==> src/hdl/csr_sparse_matrix_vector_multiply_top_assert.svh <==
// ---------------------------------------------------------------------------
// CSR SpMV assertion macros
// Shared concurrent assertion forms, compiled out for synthesis.
// ---------------------------------------------------------------------------
`ifndef CSR_SPARSE_MATRIX_VECTOR_MULTIPLY_TOP_ASSERT_SVH
`define CSR_SPARSE_MATRIX_VECTOR_MULTIPLY_TOP_ASSERT_SVH
`ifndef SYNTHESIS
`define CSMV_ASSERT(label, clk, rst_n, prop, msg) \
	label: assert property (@(posedge clk) disable iff (!rst_n) prop) \
		else $error(msg);
`define CSMV_NEVER(label, clk, rst_n, cond, msg) \
	`CSMV_ASSERT(label, clk, rst_n, !(cond), msg)
`else
`define CSMV_ASSERT(label, clk, rst_n, prop, msg)
`define CSMV_NEVER(label, clk, rst_n, cond, msg)
`endif
`endif

==> src/hdl/csrspmv_pkg.sv <==
// ---------------------------------------------------------------------------
// CSR SpMV package
// Types, constants and saturation helpers shared by the SpMV block.
// ---------------------------------------------------------------------------
`default_nettype none
package csrspmv_pkg;
	localparam int DATA_W = 32;
	localparam int ACC_W = 48;
	localparam int PROD_W = 64;
	localparam int IDX_W = 10;
	localparam int ROW_W = 16;
	localparam int FRAC = 16;
	localparam int CMD_W = 2;
	localparam int ADDR_W = 3;
	localparam int APB_W = 32;

	localparam int DEF_VECTOR_DEPTH = 1024;
	localparam int DEF_CMDQ_DEPTH = 4;
	localparam int DEF_OUTQ_DEPTH = 8;

	localparam logic [CMD_W-1:0] CMD_LOAD = 2'd0;
	localparam logic [CMD_W-1:0] CMD_NONZERO = 2'd1;
	localparam logic [CMD_W-1:0] CMD_EMPTY = 2'd2;

	localparam logic REG_FIRST_ROW = 1'b0;

	typedef enum logic [1:0] {
		OP_LOAD,
		OP_MAC,
		OP_EMPTY
	} op_t;

	typedef struct packed {
		op_t                      op;
		logic [IDX_W-1:0]         index;
		logic                     zero_x;
		logic signed [DATA_W-1:0] value;
		logic                     last;
		logic [ROW_W-1:0]         row;
	} cmd_t;

	typedef struct packed {
		logic [ROW_W-1:0]         row;
		logic signed [DATA_W-1:0] sum;
	} res_t;

	localparam logic signed [ACC_W-1:0] OUT_MAX_A = 48'sd2147483647;
	localparam logic signed [ACC_W-1:0] OUT_MIN_A = -48'sd2147483648;

	function automatic logic signed [ACC_W-1:0] sat_acc(input logic signed [ACC_W:0] v);
		logic signed [ACC_W-1:0] r;
		if (v[ACC_W] != v[ACC_W-1]) begin
			r = v[ACC_W] ? {1'b1, {(ACC_W-1){1'b0}}} : {1'b0, {(ACC_W-1){1'b1}}};
		end else begin
			r = v[ACC_W-1:0];
		end
		return r;
	endfunction

	function automatic logic signed [DATA_W-1:0] sat_out(input logic signed [ACC_W-1:0] v);
		logic signed [DATA_W-1:0] r;
		if (v > OUT_MAX_A) begin
			r = {1'b0, {(DATA_W-1){1'b1}}};
		end else if (v < OUT_MIN_A) begin
			r = {1'b1, {(DATA_W-1){1'b0}}};
		end else begin
			r = v[DATA_W-1:0];
		end
		return r;
	endfunction
endpackage
`default_nettype wire

==> src/hdl/csrspmv_front.sv <==
// ---------------------------------------------------------------------------
// CSR SpMV front end
// Accepts items, classifies them and numbers finished rows.
// ---------------------------------------------------------------------------
`default_nettype none
module csrspmv_front #(
	parameter int VECTOR_DEPTH = csrspmv_pkg::DEF_VECTOR_DEPTH
) (
	input  wire logic                                     clk,
	input  wire logic                                     arst_n,
	input  wire logic                                     push,
	output logic                                          full,
	input  wire logic [csrspmv_pkg::CMD_W-1:0]            command,
	input  wire logic [csrspmv_pkg::IDX_W-1:0]            vector_index,
	input  wire logic signed [csrspmv_pkg::DATA_W-1:0]    vector_value,
	input  wire logic [csrspmv_pkg::IDX_W-1:0]            column_index,
	input  wire logic signed [csrspmv_pkg::DATA_W-1:0]    entry_value,
	input  wire logic                                     row_end,
	input  wire logic [csrspmv_pkg::ROW_W-1:0]            first_row,
	output logic                                          q_push,
	output csrspmv_pkg::cmd_t                             q_entry,
	input  wire logic                                     q_full
);
	localparam logic [16:0] DEPTH_L = 17'(VECTOR_DEPTH);

	logic [csrspmv_pkg::ROW_W-1:0] rows_done_q;
	logic valid_op, emits, accept;

	always_comb begin
		valid_op = 1'b0;
		emits = 1'b0;
		q_entry.op = csrspmv_pkg::OP_LOAD;
		q_entry.index = vector_index;
		q_entry.value = vector_value;
		q_entry.zero_x = 1'b0;
		q_entry.last = row_end;
		q_entry.row = first_row + rows_done_q;
		unique case (command)
			csrspmv_pkg::CMD_LOAD: begin
				valid_op = (17'(vector_index) < DEPTH_L);
			end
			csrspmv_pkg::CMD_NONZERO: begin
				valid_op = 1'b1;
				emits = row_end;
				q_entry.op = csrspmv_pkg::OP_MAC;
				q_entry.index = column_index;
				q_entry.value = entry_value;
				q_entry.zero_x = (17'(column_index) >= DEPTH_L);
			end
			csrspmv_pkg::CMD_EMPTY: begin
				valid_op = 1'b1;
				emits = 1'b1;
				q_entry.op = csrspmv_pkg::OP_EMPTY;
			end
			default: begin
				valid_op = 1'b0;
			end
		endcase
	end

	assign accept = push && !q_full;
	assign q_push = accept && valid_op;
	assign full = q_full;

	always_ff @(posedge clk or negedge arst_n) begin
		if (!arst_n) begin
			rows_done_q <= '0;
		end else if (accept && emits) begin
			rows_done_q <= rows_done_q + 1'b1;
		end
	end
endmodule
`default_nettype wire

==> config.mk <==
export PLATFORM = sky130hd
export DESIGN_NAME = csrspmv_front
export DESIGN_NICKNAME = d
export VERILOG_FILES = /design/src/hdl/csr_sparse_matrix_vector_multiply_top_assert.svh /design/src/hdl/csrspmv_pkg.sv /design/src/hdl/csrspmv_front.sv
export SDC_FILE = /design/constraint.sdc
export NUM_CORES = 1
export LEC_CHECK = 0
export ABC_AREA = 1
export BUFFER_PORTS_ARGS = -buffer_cell sky130_fd_sc_hd__buf_2
export CAP_MARGIN = 10
export CORE_MARGIN = 5
export CORE_UTILIZATION = 45
export DETAILED_ROUTE_END_ITERATION = 10
export MAX_ROUTING_LAYER = met4
export PLACE_DENSITY = 0.94
export SYNTH_ARGS = -nofsm -noshare
export SYNTH_HDL_FRONTEND = slang
export SYNTH_SLANG_ARGS = --single-unit
==> constraint.sdc <==
create_clock -name clk -period 4 [get_ports clk]
set_clock_uncertainty 0.15 [all_clocks]
set_input_delay 0.2 -clock clk [delete_from_list [all_inputs] [get_ports clk]]
set_output_delay 0.2 -clock clk [all_outputs]
set_load 0.005 [all_outputs]
==> metrics.csv <==
stage;metric;value;unit
outcome;status;finished, final reports clean;
sta;fin. max-slew vios;0;
place;number of buffers inserted by port buffering;169;
synthesis;number of synthesized flops with an enable pin;0;
critical_path;Critical Path End Type;primary output;
cts;number of cells upsized or downsized after cts;0;
die;num rows;26;
place;placer's final routability congestion estimate;0.928;
synthesis;count of different cell masters after synthesis;26;
synthesis;simple-gate portion of the synthesized area;32.1;%
synthesis;dominant combinational cell family by area after synthesis;simple AND/OR/NAND/NOR gates;
critical_path;Reg2Reg Capture Point;rows_done_q[12];
sta;setup violators final;0;
routing;Wirelength per Cell;14.8;µm
die;die height;82.6;µm
power;sequential share of power;28.1;%
synthesis;Adder-Cell Fraction of Synth Area;11.9;%
cts;TritonCTS clock tree;built;
synthesis;Synth Area in XOR/XNOR;6.65;%
critical_path;type of the worst setup path;reg -> out;
sta;relative slew slack;35.6;%
cts;count of hold-fix buffers inserted at cts;1;
global_routing;first-pass GRT wire length;13.3;mm
global_routing;gr usage total;26.7;%
global_routing;GR Overflow Total;0;
critical_path;data required time at the worst endpoint;3.65;ns
synthesis;multiplexer share of the synthesized area;19.9;%
die;Floorplan Core Area;5110;µm²
cts;Clock Tree Buf Depth;2;
die;Die Span X;82.6;µm
sta;worst-margin pin slew;0.966;ns
routing;Residual DRC;0;
global_routing;number of antenna violations at the first check in global routing;4;
sta;final period demand of the worst path;2.40;ns
synthesis;most common cell in the netlist;sky130_fd_sc_hd__nand2_1;
critical_path;startpoint type of the worst setup path;flip-flop;
final_layout;registers with the most flip-flops;rows_done_q: 16 flops;
routing;router iterations before antenna repair;5;
sta;Max Clock Freq;417;MHz
synthesis;synth warn;0;
power;internal power component;458;µW
power;VDD IR-drop max;0.111;mV
routing;routed wire length;8.68;mm
synthesis;Yosys top cell by area;sky130_fd_sc_hd__mux2_2;
synthesis;average cell area after synthesis;6.87;µm²
synthesis;number of instances in the synthesized netlist;345;
power;pwr/cell area;218;nW/µm²
die;I/O pin count;171;
sta;Post-Route Setup TNS;0;ns
cts;post-CTS clock slew at the launch and capture registers of the worst setup and hold paths;0.06;ns
cts;clock sink count;16;
cts;number of CTS-inserted buffers;3;
cts;H-tree levels;1;
power;Net Sw Power;268;µW
die;Initial Utilization;46.4;%
cts;Clk Tree Root Cell;sky130_fd_sc_hd__clkbuf_8;
power;clock network power share;19.8;%
final_layout;flip-flop count of the largest register after layout;16;
routing;routed via count divided by cell count;4.85;
critical_path;CP Max Fanout;4;
final_layout;number of nets in the layout;641;
synthesis;proportion of register bits with asynchronous set or reset after synthesis;100;%
final_layout;Most flops, register;rows_done_q;
power;final total power;725;µW
global_routing;number of global-route vias before repair;2871;
worst_hold_path;worst hold-check path type;in -> async;
power;cell leakage power;0.00199;µW
power;proportion of power drawn by combinational gates;52.1;%
sta;number of hold violations in the final report;0;
power;switch share;36.9;%
place;DPL Wire Length;7.66;mm
synthesis;area share of the largest cell type after synthesis;19.9;%
synthesis;synthesized area;2370;µm²
global_routing;maximum number of pins on one net before global-route repair;44;
routing;Initial DRC Count;134;
routing;count of antenna-violating nets left after detailed routing;0;
critical_path;Register-to-Register Path Depth;8;
sta;Final period util;59.9;%
die;die outline area;6820;µm²
synthesis;total nets after synthesis;474;
synthesis;area fraction in compound gates after synthesis;1.90;%
cts;buffer count from post-CTS setup fixing;0;
synthesis;sequential fraction of the synthesis area;16.9;%
synthesis;Yosys reg bits;16;
synthesis;main flop type after synthesis;sky130_fd_sc_hd__dfrtp_1;
final_layout;area grow syn2layout;40.5;%
critical_path;worst reg2reg startpoint;rows_done_q[1];
critical_path;WP data arrival;2.05;ns
run;maximum capacitance violations;0;
cts;Skew-Pair Late Insertion Delay;0.25;ns
synthesis;ranking of synthesized cells by area;sky130_fd_sc_hd__mux2_2 (20%), sky130_fd_sc_hd__nand2_1 (19%), sky130_fd_sc_hd__dfrtp_1 (17%), sky130_fd_sc_hd__ha_1 (11%), sky130_fd_sc_hd__inv_1 (8.1%);
routing;total number of vias;2839;
final_layout;share of layout cells above drive strength 1;44.6;%
critical_path;reg-to-reg setup timing slack;2.38;ns
synthesis;Post-synth top cells;sky130_fd_sc_hd__nand2_1 (118), sky130_fd_sc_hd__inv_1 (51), sky130_fd_sc_hd__mux2_2 (42);
sta;setup repair after global routing missed its margin;false;
[area by class of cell]
| cell class | instances | area, µm² |
|---|---|---|
| fill | 441 | 1780 |
| sequential | 16 | 400 |
| timing repair buffer | 170 | 856 |
| clock buffer | 4 | 55.1 |
| multi-input combinational | 269 | 1730 |
| antenna | 4 | 10.0 |
| inverter | 52 | 198 |
| tap | 70 | 87.6 |
[power groups by stage]
| stage | Sequential, µW | Combinational (µW) | Clock [µW] |
|---|---|---|---|
| final | 204 | 378 | 144 |
| after global routing | 209 | 422 | 155 |
| after CTS | 204 | 381 | 147 |
| after detailed placement | 207 | 378 | 0 |
| after global placement | 205 | 364 | 0 |
| after floorplan | 200 | 207 | 0 |
[routing by layer]
layer | vias up | share of wire, % | GRT usage, %
li1 | 1417 | - | -
met1 | 1276 | 39 | 30.6
met2 | 130 | 52 | 48.1
met3 | 16 | 7.0 | 2.49
met4 | 0 | 2.0 | 10.1
met5 | - | 0 | -
[kinds of logic after synthesis]
logic type	after synthesis
simple gates	177
compound gates	9
buf+inv	60
xor+xnor	18
other cells	1
fa+ha+maj	22
flops	16
mux	42
[stage by stage]
stage	cell area [µm²]	instances	hold slack, ns	setup WS (ns)	util (%)
after detailed placement	3260	576	-0.0171	1.82	63.8
after global routing	3330	585	0.278	1.48	65.2
after floorplan	2370	345	-0.246	2.12	-
after CTS	3320	581	0.250	1.62	65.0
after global placement	3260	576	-0.0257	1.88	63.8
final	3330	585	0.255	1.60	65.2
[layout by cell type (no fill, tap or decap)]
master	n
sky130_fd_sc_hd__nand2_4	1
sky130_fd_sc_hd__nand3b_1	2
sky130_fd_sc_hd__or2_1	2
sky130_fd_sc_hd__inv_1	51
sky130_fd_sc_hd__a21oi_1	7
sky130_fd_sc_hd__inv_4	1
sky130_fd_sc_hd__nand3_1	15
sky130_fd_sc_hd__buf_2	169
sky130_fd_sc_hd__xnor2_1	8
sky130_fd_sc_hd__nand2_1	118
sky130_fd_sc_hd__xor2_1	10
sky130_fd_sc_hd__diode_2	4
sky130_fd_sc_hd__and2_1	1
sky130_fd_sc_hd__dfrtp_1	16
sky130_fd_sc_hd__ha_1	20
sky130_fd_sc_hd__nor2_1	22
sky130_fd_sc_hd__ha_2	1
sky130_fd_sc_hd__nor2_4	3
sky130_fd_sc_hd__fa_1	1
sky130_fd_sc_hd__nand3_2	1
sky130_fd_sc_hd__o21ai_0	2
sky130_fd_sc_hd__clkbuf_8	4
sky130_fd_sc_hd__nor2_2	2
sky130_fd_sc_hd__conb_1	1
sky130_fd_sc_hd__nand2_2	4
sky130_fd_sc_hd__dlygate4sd3_1	1
sky130_fd_sc_hd__mux2_2	42
sky130_fd_sc_hd__nand4_1	3
sky130_fd_sc_hd__nor3_1	3
[how the worst max path moves through the flow]
stage,startpoint,end,cells after the start
after floorplan,rows_done_q[0],q_entry[8],8
after global placement,command[1],rows_done_q[12],10
after detailed placement,command[1],rows_done_q[9],9
after CTS,rows_done_q[0],q_entry[14],11
after global routing,rows_done_q[0],q_entry[10],11
final,rows_done_q[0],q_entry[14],11
[critical path, stage by stage, from the launching register on]
cell	delay, ns
sky130_fd_sc_hd__dfrtp_1	0.42
sky130_fd_sc_hd__ha_1	0.23
sky130_fd_sc_hd__fa_1	0.41
sky130_fd_sc_hd__nand2_1	0.09
sky130_fd_sc_hd__nand2_1	0.06
sky130_fd_sc_hd__nand3b_1	0.08
sky130_fd_sc_hd__nand2_1	0.10
sky130_fd_sc_hd__nand2_1	0.11
sky130_fd_sc_hd__nand2_1	0.07
sky130_fd_sc_hd__nand2_1	0.07
sky130_fd_sc_hd__nand2_1	0.04
sky130_fd_sc_hd__buf_2	0.12
No activity file was read; power rests on OpenSTA's default activity.
