`src/hdl/csr_sparse_matrix_vector_multiply_top_assert.svh`:
```
// ---------------------------------------------------------------------------
// CSR SpMV assertion macros
// Shared concurrent assertion forms, compiled out for synthesis.
// ---------------------------------------------------------------------------
`ifndef CSR_SPARSE_MATRIX_VECTOR_MULTIPLY_TOP_ASSERT_SVH
`define CSR_SPARSE_MATRIX_VECTOR_MULTIPLY_TOP_ASSERT_SVH
`ifndef SYNTHESIS
`define CSMV_ASSERT(label, clk, rst_n, prop, msg) \
	label: assert property (@(posedge clk) disable iff (!rst_n) prop) \
		else $error(msg);
`define CSMV_NEVER(label, clk, rst_n, cond, msg) \
	`CSMV_ASSERT(label, clk, rst_n, !(cond), msg)
`else
`define CSMV_ASSERT(label, clk, rst_n, prop, msg)
`define CSMV_NEVER(label, clk, rst_n, cond, msg)
`endif
`endif

```
`src/hdl/csrspmv_fifo.sv`:
```
// ---------------------------------------------------------------------------
// CSR SpMV queue
// Small register queue used between front and back and for results.
// ---------------------------------------------------------------------------
`default_nettype none
`include "csr_sparse_matrix_vector_multiply_top_assert.svh"
module csrspmv_fifo #(
	parameter int WIDTH = 8,
	parameter int DEPTH = 4
) (
	input  wire logic                       clk,
	input  wire logic                       arst_n,
	input  wire logic                       push,
	input  wire logic [WIDTH-1:0]           wdata,
	output logic                            full,
	input  wire logic                       pop,
	output logic [WIDTH-1:0]                rdata,
	output logic                            empty,
	output logic [$clog2(DEPTH+1)-1:0]      count
);
	localparam int PW = $clog2(DEPTH);
	localparam int CW = $clog2(DEPTH+1);

	logic [WIDTH-1:0] mem_q [DEPTH];
	logic [PW-1:0] wr_ptr_q, rd_ptr_q;
	logic [CW-1:0] count_q;

	function automatic logic [PW-1:0] next_ptr(input logic [PW-1:0] p);
		return (p == PW'(DEPTH-1)) ? '0 : p + 1'b1;
	endfunction

	always_ff @(posedge clk or negedge arst_n) begin
		if (!arst_n) begin
			wr_ptr_q <= '0;
			rd_ptr_q <= '0;
			count_q <= '0;
		end else begin
			if (push) wr_ptr_q <= next_ptr(wr_ptr_q);
			if (pop) rd_ptr_q <= next_ptr(rd_ptr_q);
			if (push && !pop) count_q <= count_q + 1'b1;
			else if (pop && !push) count_q <= count_q - 1'b1;
		end
	end

	always_ff @(posedge clk) begin
		if (push) mem_q[wr_ptr_q] <= wdata;
	end

	assign rdata = mem_q[rd_ptr_q];
	assign full = (count_q == CW'(DEPTH));
	assign empty = (count_q == '0);
	assign count = count_q;

	`CSMV_ASSERT(a_no_overflow, clk, arst_n, push |-> !full, "queue written while full")
	`CSMV_ASSERT(a_no_underflow, clk, arst_n, pop |-> !empty, "queue read while empty")
	`CSMV_ASSERT(a_count_bound, clk, arst_n, count_q <= CW'(DEPTH), "queue count past depth")
endmodule
`default_nettype wire

```
`config.mk`:
```
export PLATFORM = sky130hd
export DESIGN_NAME = csrspmv_fifo
export DESIGN_NICKNAME = d
export VERILOG_FILES = /design/src/hdl/csrspmv_fifo.sv
export VERILOG_INCLUDE_DIRS = /design/src /design/src/hdl
export SDC_FILE = /design/constraint.sdc
export NUM_CORES = 1
export LEC_CHECK = 0
export CAP_MARGIN = 30
export CORE_UTILIZATION = 46
export DETAILED_ROUTE_END_ITERATION = 6
export DONT_BUFFER_PORTS = 1
export GPL_ROUTABILITY_DRIVEN = 0
export PLACE_DENSITY_LB_ADDON = 0.25
export SLEW_MARGIN = 10
export SYNTH_ARGS = -nofsm -noshare
export SYNTH_HDL_FRONTEND = slang
export SYNTH_SLANG_ARGS = --single-unit
```
`constraint.sdc`:
```
create_clock -name clk -period 1.76 [get_ports clk]
set_input_delay 0.264 -clock clk [delete_from_list [all_inputs] [get_ports clk]]
set_output_delay 0.264 -clock clk [all_outputs]
set_load 0.1 [all_outputs]
```
==> metrics, run 1 <==
status finished with violations; failing checks setup timing; final layout net count about 130; clock skew between 0.008 and 0.009 ns; cell at the slowest stage of the critical path mux4_2; hpwl dp 1.65 mm; Post-CTS Setup Bufs 0; nature of the critical path endpoint output pin; endpoints failing hold 0; Post-Route WL 2.46 mm; Seq/Total Area, Yosys about 72%; ranking of synthesized cells by area edfxtp_1 61%, mux4_2 11%, dfrtp_1 11%, ha_1 4.8%, mux2_2 2.2%; pin count of the biggest net entering global routing 14; average via count per standard cell around 5.0; clock latency on the worst-skew pair about 0.35 ns; TritonCTS Buffers 5; min Tclk post-route 1.87 ns; CP startpoint rd_ptr_q[0]; vias in the first global route 837; initial antenna violation count 0; Register Area 0.00115 mm²; Post-Syn Instances 79; fmax 535 MHz; GR Overflow Total 0; crit start category register; #FFs+latches synth 39; Iter 0 DRT Violations 13; Yosys warning total 0; 1st-pass router iterations 4; Slew Limit Fails 0; CP Max Fanout 5; Tcrit/Tclk final 106%; Worst-Margin Slew 0.456 ns; WP data arrival approximately 1.6 ns; Worst R2R Start count[0]; worst min path class primary input to register; Slew HR 69.6%; layout cell share with drive strength beyond 1 35.5%; Die Area 0.00365 mm²; ys flop type edfxtp_1; Hold Startpoint push; slowest stage delay, CP 0.54 ns; H-tree depth 2; Mapped Avg Cell Area 19.9 µm²; I/O Buffers 0; Core Region between 0.003 and 0.004 mm²; row count 20; GRT Util Overall 16.3%; WL/cell 16.0 µm; worst hold slack approximately 0.035 ns; Post-synth ARST share between 10% and 20%; most common cell in the netlist edfxtp_1; IO Count 25; EDFF count, synth 32; area of the multi-input gates 422 µm²; post-route ant nets 0; DIE HEIGHT 60.4 µm; crit-path cells buf_4 > mux4_2 > buf_12; RSZ-0062 raised after global routing true; setup ws final -0.110 ns; drt drc 0; net count after synthesis 98; Netlist cell types 18; CTS sink count 39; Worst EP required approximately 1.5 ns; post-synth top area share 61.2%; mapped cell area 0.00157 mm²; CTS max path bufs 2; fill count 233; n_diodes 0; starting density of the core 49.8%; die width a little over 60 µm; post-synth top area cell edfxtp_1; CTS tree yes; synthesis-to-finish area growth 31.6%; Clock transition at path regs 0.11 ns; Vias just under 800; Worst Setup Path Type register to output pin; Post-synth top cells 32 x edfxtp_1, 8 x mux4_2, 7 x dfrtp_1; first-pass GRT wire length 4.00 mm; Max-Cap Viols 0; Setup violations, final 8; clock root buffer clkbuf_4
-- cells in the final DEF (no fill, tap or decap), types with 3 or more instances in the layout --
master	netlist	layout
dfrtp_1	7	4
buf_4	0	4
and2_1	4	4
ha_1	6	6
inv_1	5	5
clkbuf_4	0	5
buf_12	0	10
edfxtp_1	32	32
mux2_2	3	3
dfrtp_4	0	3
mux4_2	8	8
dlygate4sd3_1	0	10
-- worst paths after layout --
| path | endpoint | depth (start not counted) | slack, ns |
|---|---|---|---|
| setup / recovery | rdata[5] | 3 | -0.11 |
| hold / removal | wr_ptr_q[1] | 2 | 0.04 |
| setup reg to reg | count[2] | 4 | 0.29 |
| hold reg to reg | count[0] | 1 | 0.62 |
| max in group asynchronous | count[1] | 1 | 1.24 |
| min in group asynchronous | count[0] | 1 | 0.24 |
-- timing repair --
item,CTS,global route
hold endpoints to repair,41,0
hold buffers,10,0
setup endpoints to repair,8,8
pin swaps,0,0
gates resized for setup,1,0
-- worst max-delay path, delay by kind of cell (launching register included) --
| family | cells | cell delay, ns |
|---|---|---|
| buffers and inverters | 2 | 0.34 |
| DFF | 1 | 0.38 |
| muxes | 1 | 0.54 |
-- kinds of logic after synthesis --
kind of cell	Yosys count	synth area share (%)
DFF	39	72.4
muxes	11	13.6
and+or+nand+nor	10	3.43
buffers and inverters	7	2.23
adders and majority gates	7	6.06
xor gates and xnor gates	3	1.67
AOI/OAI and AO/OA	2	0.637
-- state kept, by name, indices dropped and copies added, names as in the netlist --
| register | cells |
|---|---|
| rd_ptr_q | 2 |
| wr_ptr_q | 2 |
| mem_q | 32 |
| count | 3 |
-- routing by layer --
| metal | wire length (µm) | GRT usage [%] |
|---|---|---|
| met5 | 0 | 0 |
| met2 | 1270 | 25.6 |
| met1 | 1030 | 20.3 |
| met3 | 118 | 6.40 |
| met4 | 45 | 6.82 |
-- through the flow --
step	area, µm²	setup slack [ns]	TNS (ns)	utilization (%)	std cells
6_report	2070	-0.110	-0.774	65.5	154
5_1_grt	2070	-0.193	-1.48	65.5	154
4_1_cts	2070	-0.140	-1.04	65.5	154
3_5_place_dp	1880	0.237	0	59.6	136
3_3_place_gp	1880	0.255	0	59.6	136
2_1_floorplan	1600	-0.0364	-0.0364	-	79
-- area by class of cell --
type	count	area share [%]
Sequential cell	39	55.5
Multi-Input combinational cell	33	20.4
Timing Repair Buffer	25	16.5
Tap cell	44	2.67
Clock inverter	3	2.12
Clock buffer	5	1.82
Inverter	5	0.909
Power of run 1 is not shown: default switching activity piles up to over one toggle a cycle in this logic, so the estimate is an artifact.
==> run 2: changes to the inputs <==
--- a/config.mk
+++ b/config.mk
@@ -6,8 +6,9 @@
 export SDC_FILE = /design/constraint.sdc
 export NUM_CORES = 1
 export LEC_CHECK = 0
+export ABC_AREA = 1
 export CAP_MARGIN = 30
-export CORE_UTILIZATION = 46
+export CORE_UTILIZATION = 60
 export DETAILED_ROUTE_END_ITERATION = 6
 export DONT_BUFFER_PORTS = 1
 export GPL_ROUTABILITY_DRIVEN = 0
==> run 2 against run 1 <==
Compared with the run above: the run now ends clean; via count grew 48%; cell count grew 33%; sequential share of layout area shrank 2.8 points; die area shrank 16%; critical path depth grew 2; design area grew 5.5%; first-iteration DRC count grew to 3.3 times the previous value; utilization grew 19 points; synthesized cell count grew 82%; global-route usage grew 10 points; setup slack gained 0.13 ns.
==> metrics, run 2 <==
status completed (was finished with violations); RSZ-0062 raised after global routing true (unchanged); fill count 113 (was 233); hpwl dp 1.97 mm (was 1.65 mm); Max-Cap Viols 0 (unchanged); clock skew 0.00850 ns (was 0.00805 ns); layout cell share with drive strength beyond 1 19.4% (was 35.5%); R2R setup slack 0.33 ns (was 0.29 ns); mapped cell area 0.00170 mm² (was 0.00157 mm²); Post-Route WL 3.46 mm (was 2.46 mm); commonest non-fill, non-tap cell in the layout nand2_1 (was edfxtp_1); H-tree depth 2 (unchanged); final instance area 0.00218 mm² (was 0.00207 mm²); final layout net count 193 (was 128); Hold Startpoint pop (was push); Register Area 0.00115 mm² (about the same); 1st-pass router iterations 4 (unchanged); most common cell in the netlist nand2_1 (was edfxtp_1); Mapped Avg Cell Area 11.8 µm² (was 19.9 µm²); ranking of synthesized cells by area edfxtp_1 56%, dfrtp_1 10%, nand2_1 8.4%, o211ai_1 7.1%, inv_1 6.0% (was edfxtp_1 61%, mux4_2 11%, dfrtp_1 11%, ha_1 4.8%, mux2_2 2.2%); Worst-Margin Slew 0.382 ns (was 0.456 ns); Post-synth top cells 38 x nand2_1, 32 x edfxtp_1, 27 x inv_1 (was 32 x edfxtp_1, 8 x mux4_2, 7 x dfrtp_1); initial antenna violation count 0 (unchanged); post-synth top area cell edfxtp_1 (unchanged); max FFs per register 32 (unchanged); crit-path cells inv_6 > nand2_1 > o211ai_1 > nand2_1 > buf_12 (was buf_4 > mux4_2 > buf_12); post-synth top area share 56.4% (was 61.2%); endpoints failing hold 0 (unchanged); clock latency on the worst-skew pair 0.36 ns (was 0.35 ns); most frequent cells in the layout 38 x nand2_1, 32 x edfxtp_1, 26 x inv_1 (was 32 x edfxtp_1, 10 x dlygate4sd3_1, 10 x buf_12); WP depth 5 (was 3); min Tclk post-route 1.74 ns (was 1.87 ns); CTS max path bufs 2 (unchanged); die width 55.3 µm (was 60.4 µm); Slew HR 74.5% (was 69.6%); CP startpoint rd_ptr_q[0] (unchanged); CP Max Fanout 17 (was 5); Worst Path Buf+Inv 2 (unchanged); vias in the first global route 1171 (was 837); crit-path most repeated cell nand2_1; CTS tree yes (unchanged); post-route ant nets 0 (unchanged); average via count per standard cell 5.57 (was 5.01); first-pass GRT wire length 5.69 mm (was 4.00 mm); TNS Setup 0 ns (was -0.774 ns); Vias 1142 (was 772); CP delay by family, top flip-flops (was multiplexers); clock root buffer clkbuf_4 (unchanged); DIE HEIGHT 55.3 µm (was 60.4 µm); starting density of the core 66.3% (was 49.8%); Setup violations, final 0 (was 8); cell at the slowest stage of the critical path dfrtp_2 (was mux4_2); TritonCTS Buffers 5 (unchanged); largest register by flop count mem_q (unchanged); net count after synthesis 163 (was 98); crit start category register (unchanged); Post-synth ARST share 17.9% (unchanged); IO Count 25 (unchanged); I/O Buffers 0 (unchanged); pin count of the biggest net entering global routing 18 (was 14); Netlist cell types 17 (was 18); Post-Syn Instances 144 (was 79); CTS sink count 39 (unchanged); fmax 575 MHz (was 535 MHz); Yosys warning total 0 (unchanged); slowest stage delay, CP 0.49 ns (was 0.54 ns); synthesis-to-finish area growth 27.9% (was 31.6%); Worst EP required 1.50 ns (about the same); WL/cell 16.9 µm (was 16.0 µm); n_diodes 0 (unchanged); GR Overflow Total 0 (unchanged); row count 18 (was 20); Slew Limit Fails 0 (unchanged); ys flop type edfxtp_1 (unchanged); Area after DPL 0.00195 mm² (was 0.00188 mm²); WP data arrival 1.47 ns (was 1.61 ns); drt drc 0 (unchanged); Die Area 0.00306 mm² (was 0.00365 mm²); Setup crit end rdata[2] (was rdata[5]); Seq/Total Area, Yosys 66.7% (was 72.4%); Iter 0 DRT Violations 43 (was 13); Core Region 0.00257 mm² (was 0.00315 mm²); #FFs+latches synth 39 (unchanged); reg-to-reg endpoint count[2] (unchanged); reg2reg path depth 5 (was 4); area of the multi-input gates 439 µm² (was 422 µm²); Tcrit/Tclk final 98.8% (was 106%); worst min path class primary input to register (unchanged); Worst R2R Start count[0] (unchanged); nature of the critical path endpoint output pin (unchanged); EDFF count, synth 32 (unchanged); Clock transition at path regs 0.11 ns (about the same); GRT Util Overall 26.5% (was 16.3%); Worst Setup Path Type register to output pin (unchanged)
-- run 2: worst reg2reg max path, cell delays in order (launching register included) --
cell and delay (ns):
dfrtp_4 0.54, fa_1 0.46, nand2_1 0.12, nand3_1 0.08
nand2_1 0.07, nand2_1 0.06
-- run 2: how the worst min path moves through the flow --
stage / endpoint / slack, ns / depth (start not counted)
after floorplan: rd_ptr_q[0] / -0.03 / 0
after detailed placement: wr_ptr_q[0] / -0.03 / 0
after global routing: rd_ptr_q[1] / 0.02 / 2
after CTS: rd_ptr_q[1] / 0.01 / 2
after global placement: wr_ptr_q[0] / -0.03 / 0
final: rd_ptr_q[1] / 0.03 / 2
-- run 2: metal layers --
layer / track usage [%] / part of all wire (%)
met5: 0 / 0
met4: 15.4 / 2.9
met3: 9.37 / 8.2
met2: 42.9 / 52
met1: 30.4 / 36
-- run 2: metrics by stage --
stage / instances / worst slack [ns] / hold slack, ns / utilization, %
CTS: 205 / 0.0106 / 0.0102 / 84.8
global placement: 182 / 0.260 / -0.0315 / 76.0
global route: 205 / -0.0471 / 0.0238 / 84.8
floorplan: 144 / 0.00682 / -0.0316 / -
detailed placement: 182 / 0.199 / -0.0315 / 76.0
finish: 205 / 0.0215 / 0.0284 / 84.8
-- run 2: kinds of logic after synthesis --
family / share of synthesized area [%]
buf+inv: 8.82
compound gates: 8.52
fa+ha+maj: 5.58
xor+xnor: 0.514
flops: 66.7
simple gates: 9.85
-- run 2: layout make-up --
class                           count  area share (%)
Clock inverter                      3            2.01
Clock buffer                        5            1.72
Timing Repair Buffer               26            16.0
Sequential cell                    39            52.8
Multi-Input combinational cell     72            20.2
Timing Repair inverter              1           0.287
Tap cell                           30            1.72
Inverter                           29            5.34
-- run 2: what timing repair did --
item / in CTS / in global routing
setup endpoints to repair: 9 / 9
gates resized for setup: 5 / 0
endpoints found under the hold margin: 43 / 0
pin swaps: 1 / 0
cloned: 1 / 0
setup buffers: 3 / 0
hold buffers: 11 / 0
Power of run 2 is left out for the same reason.
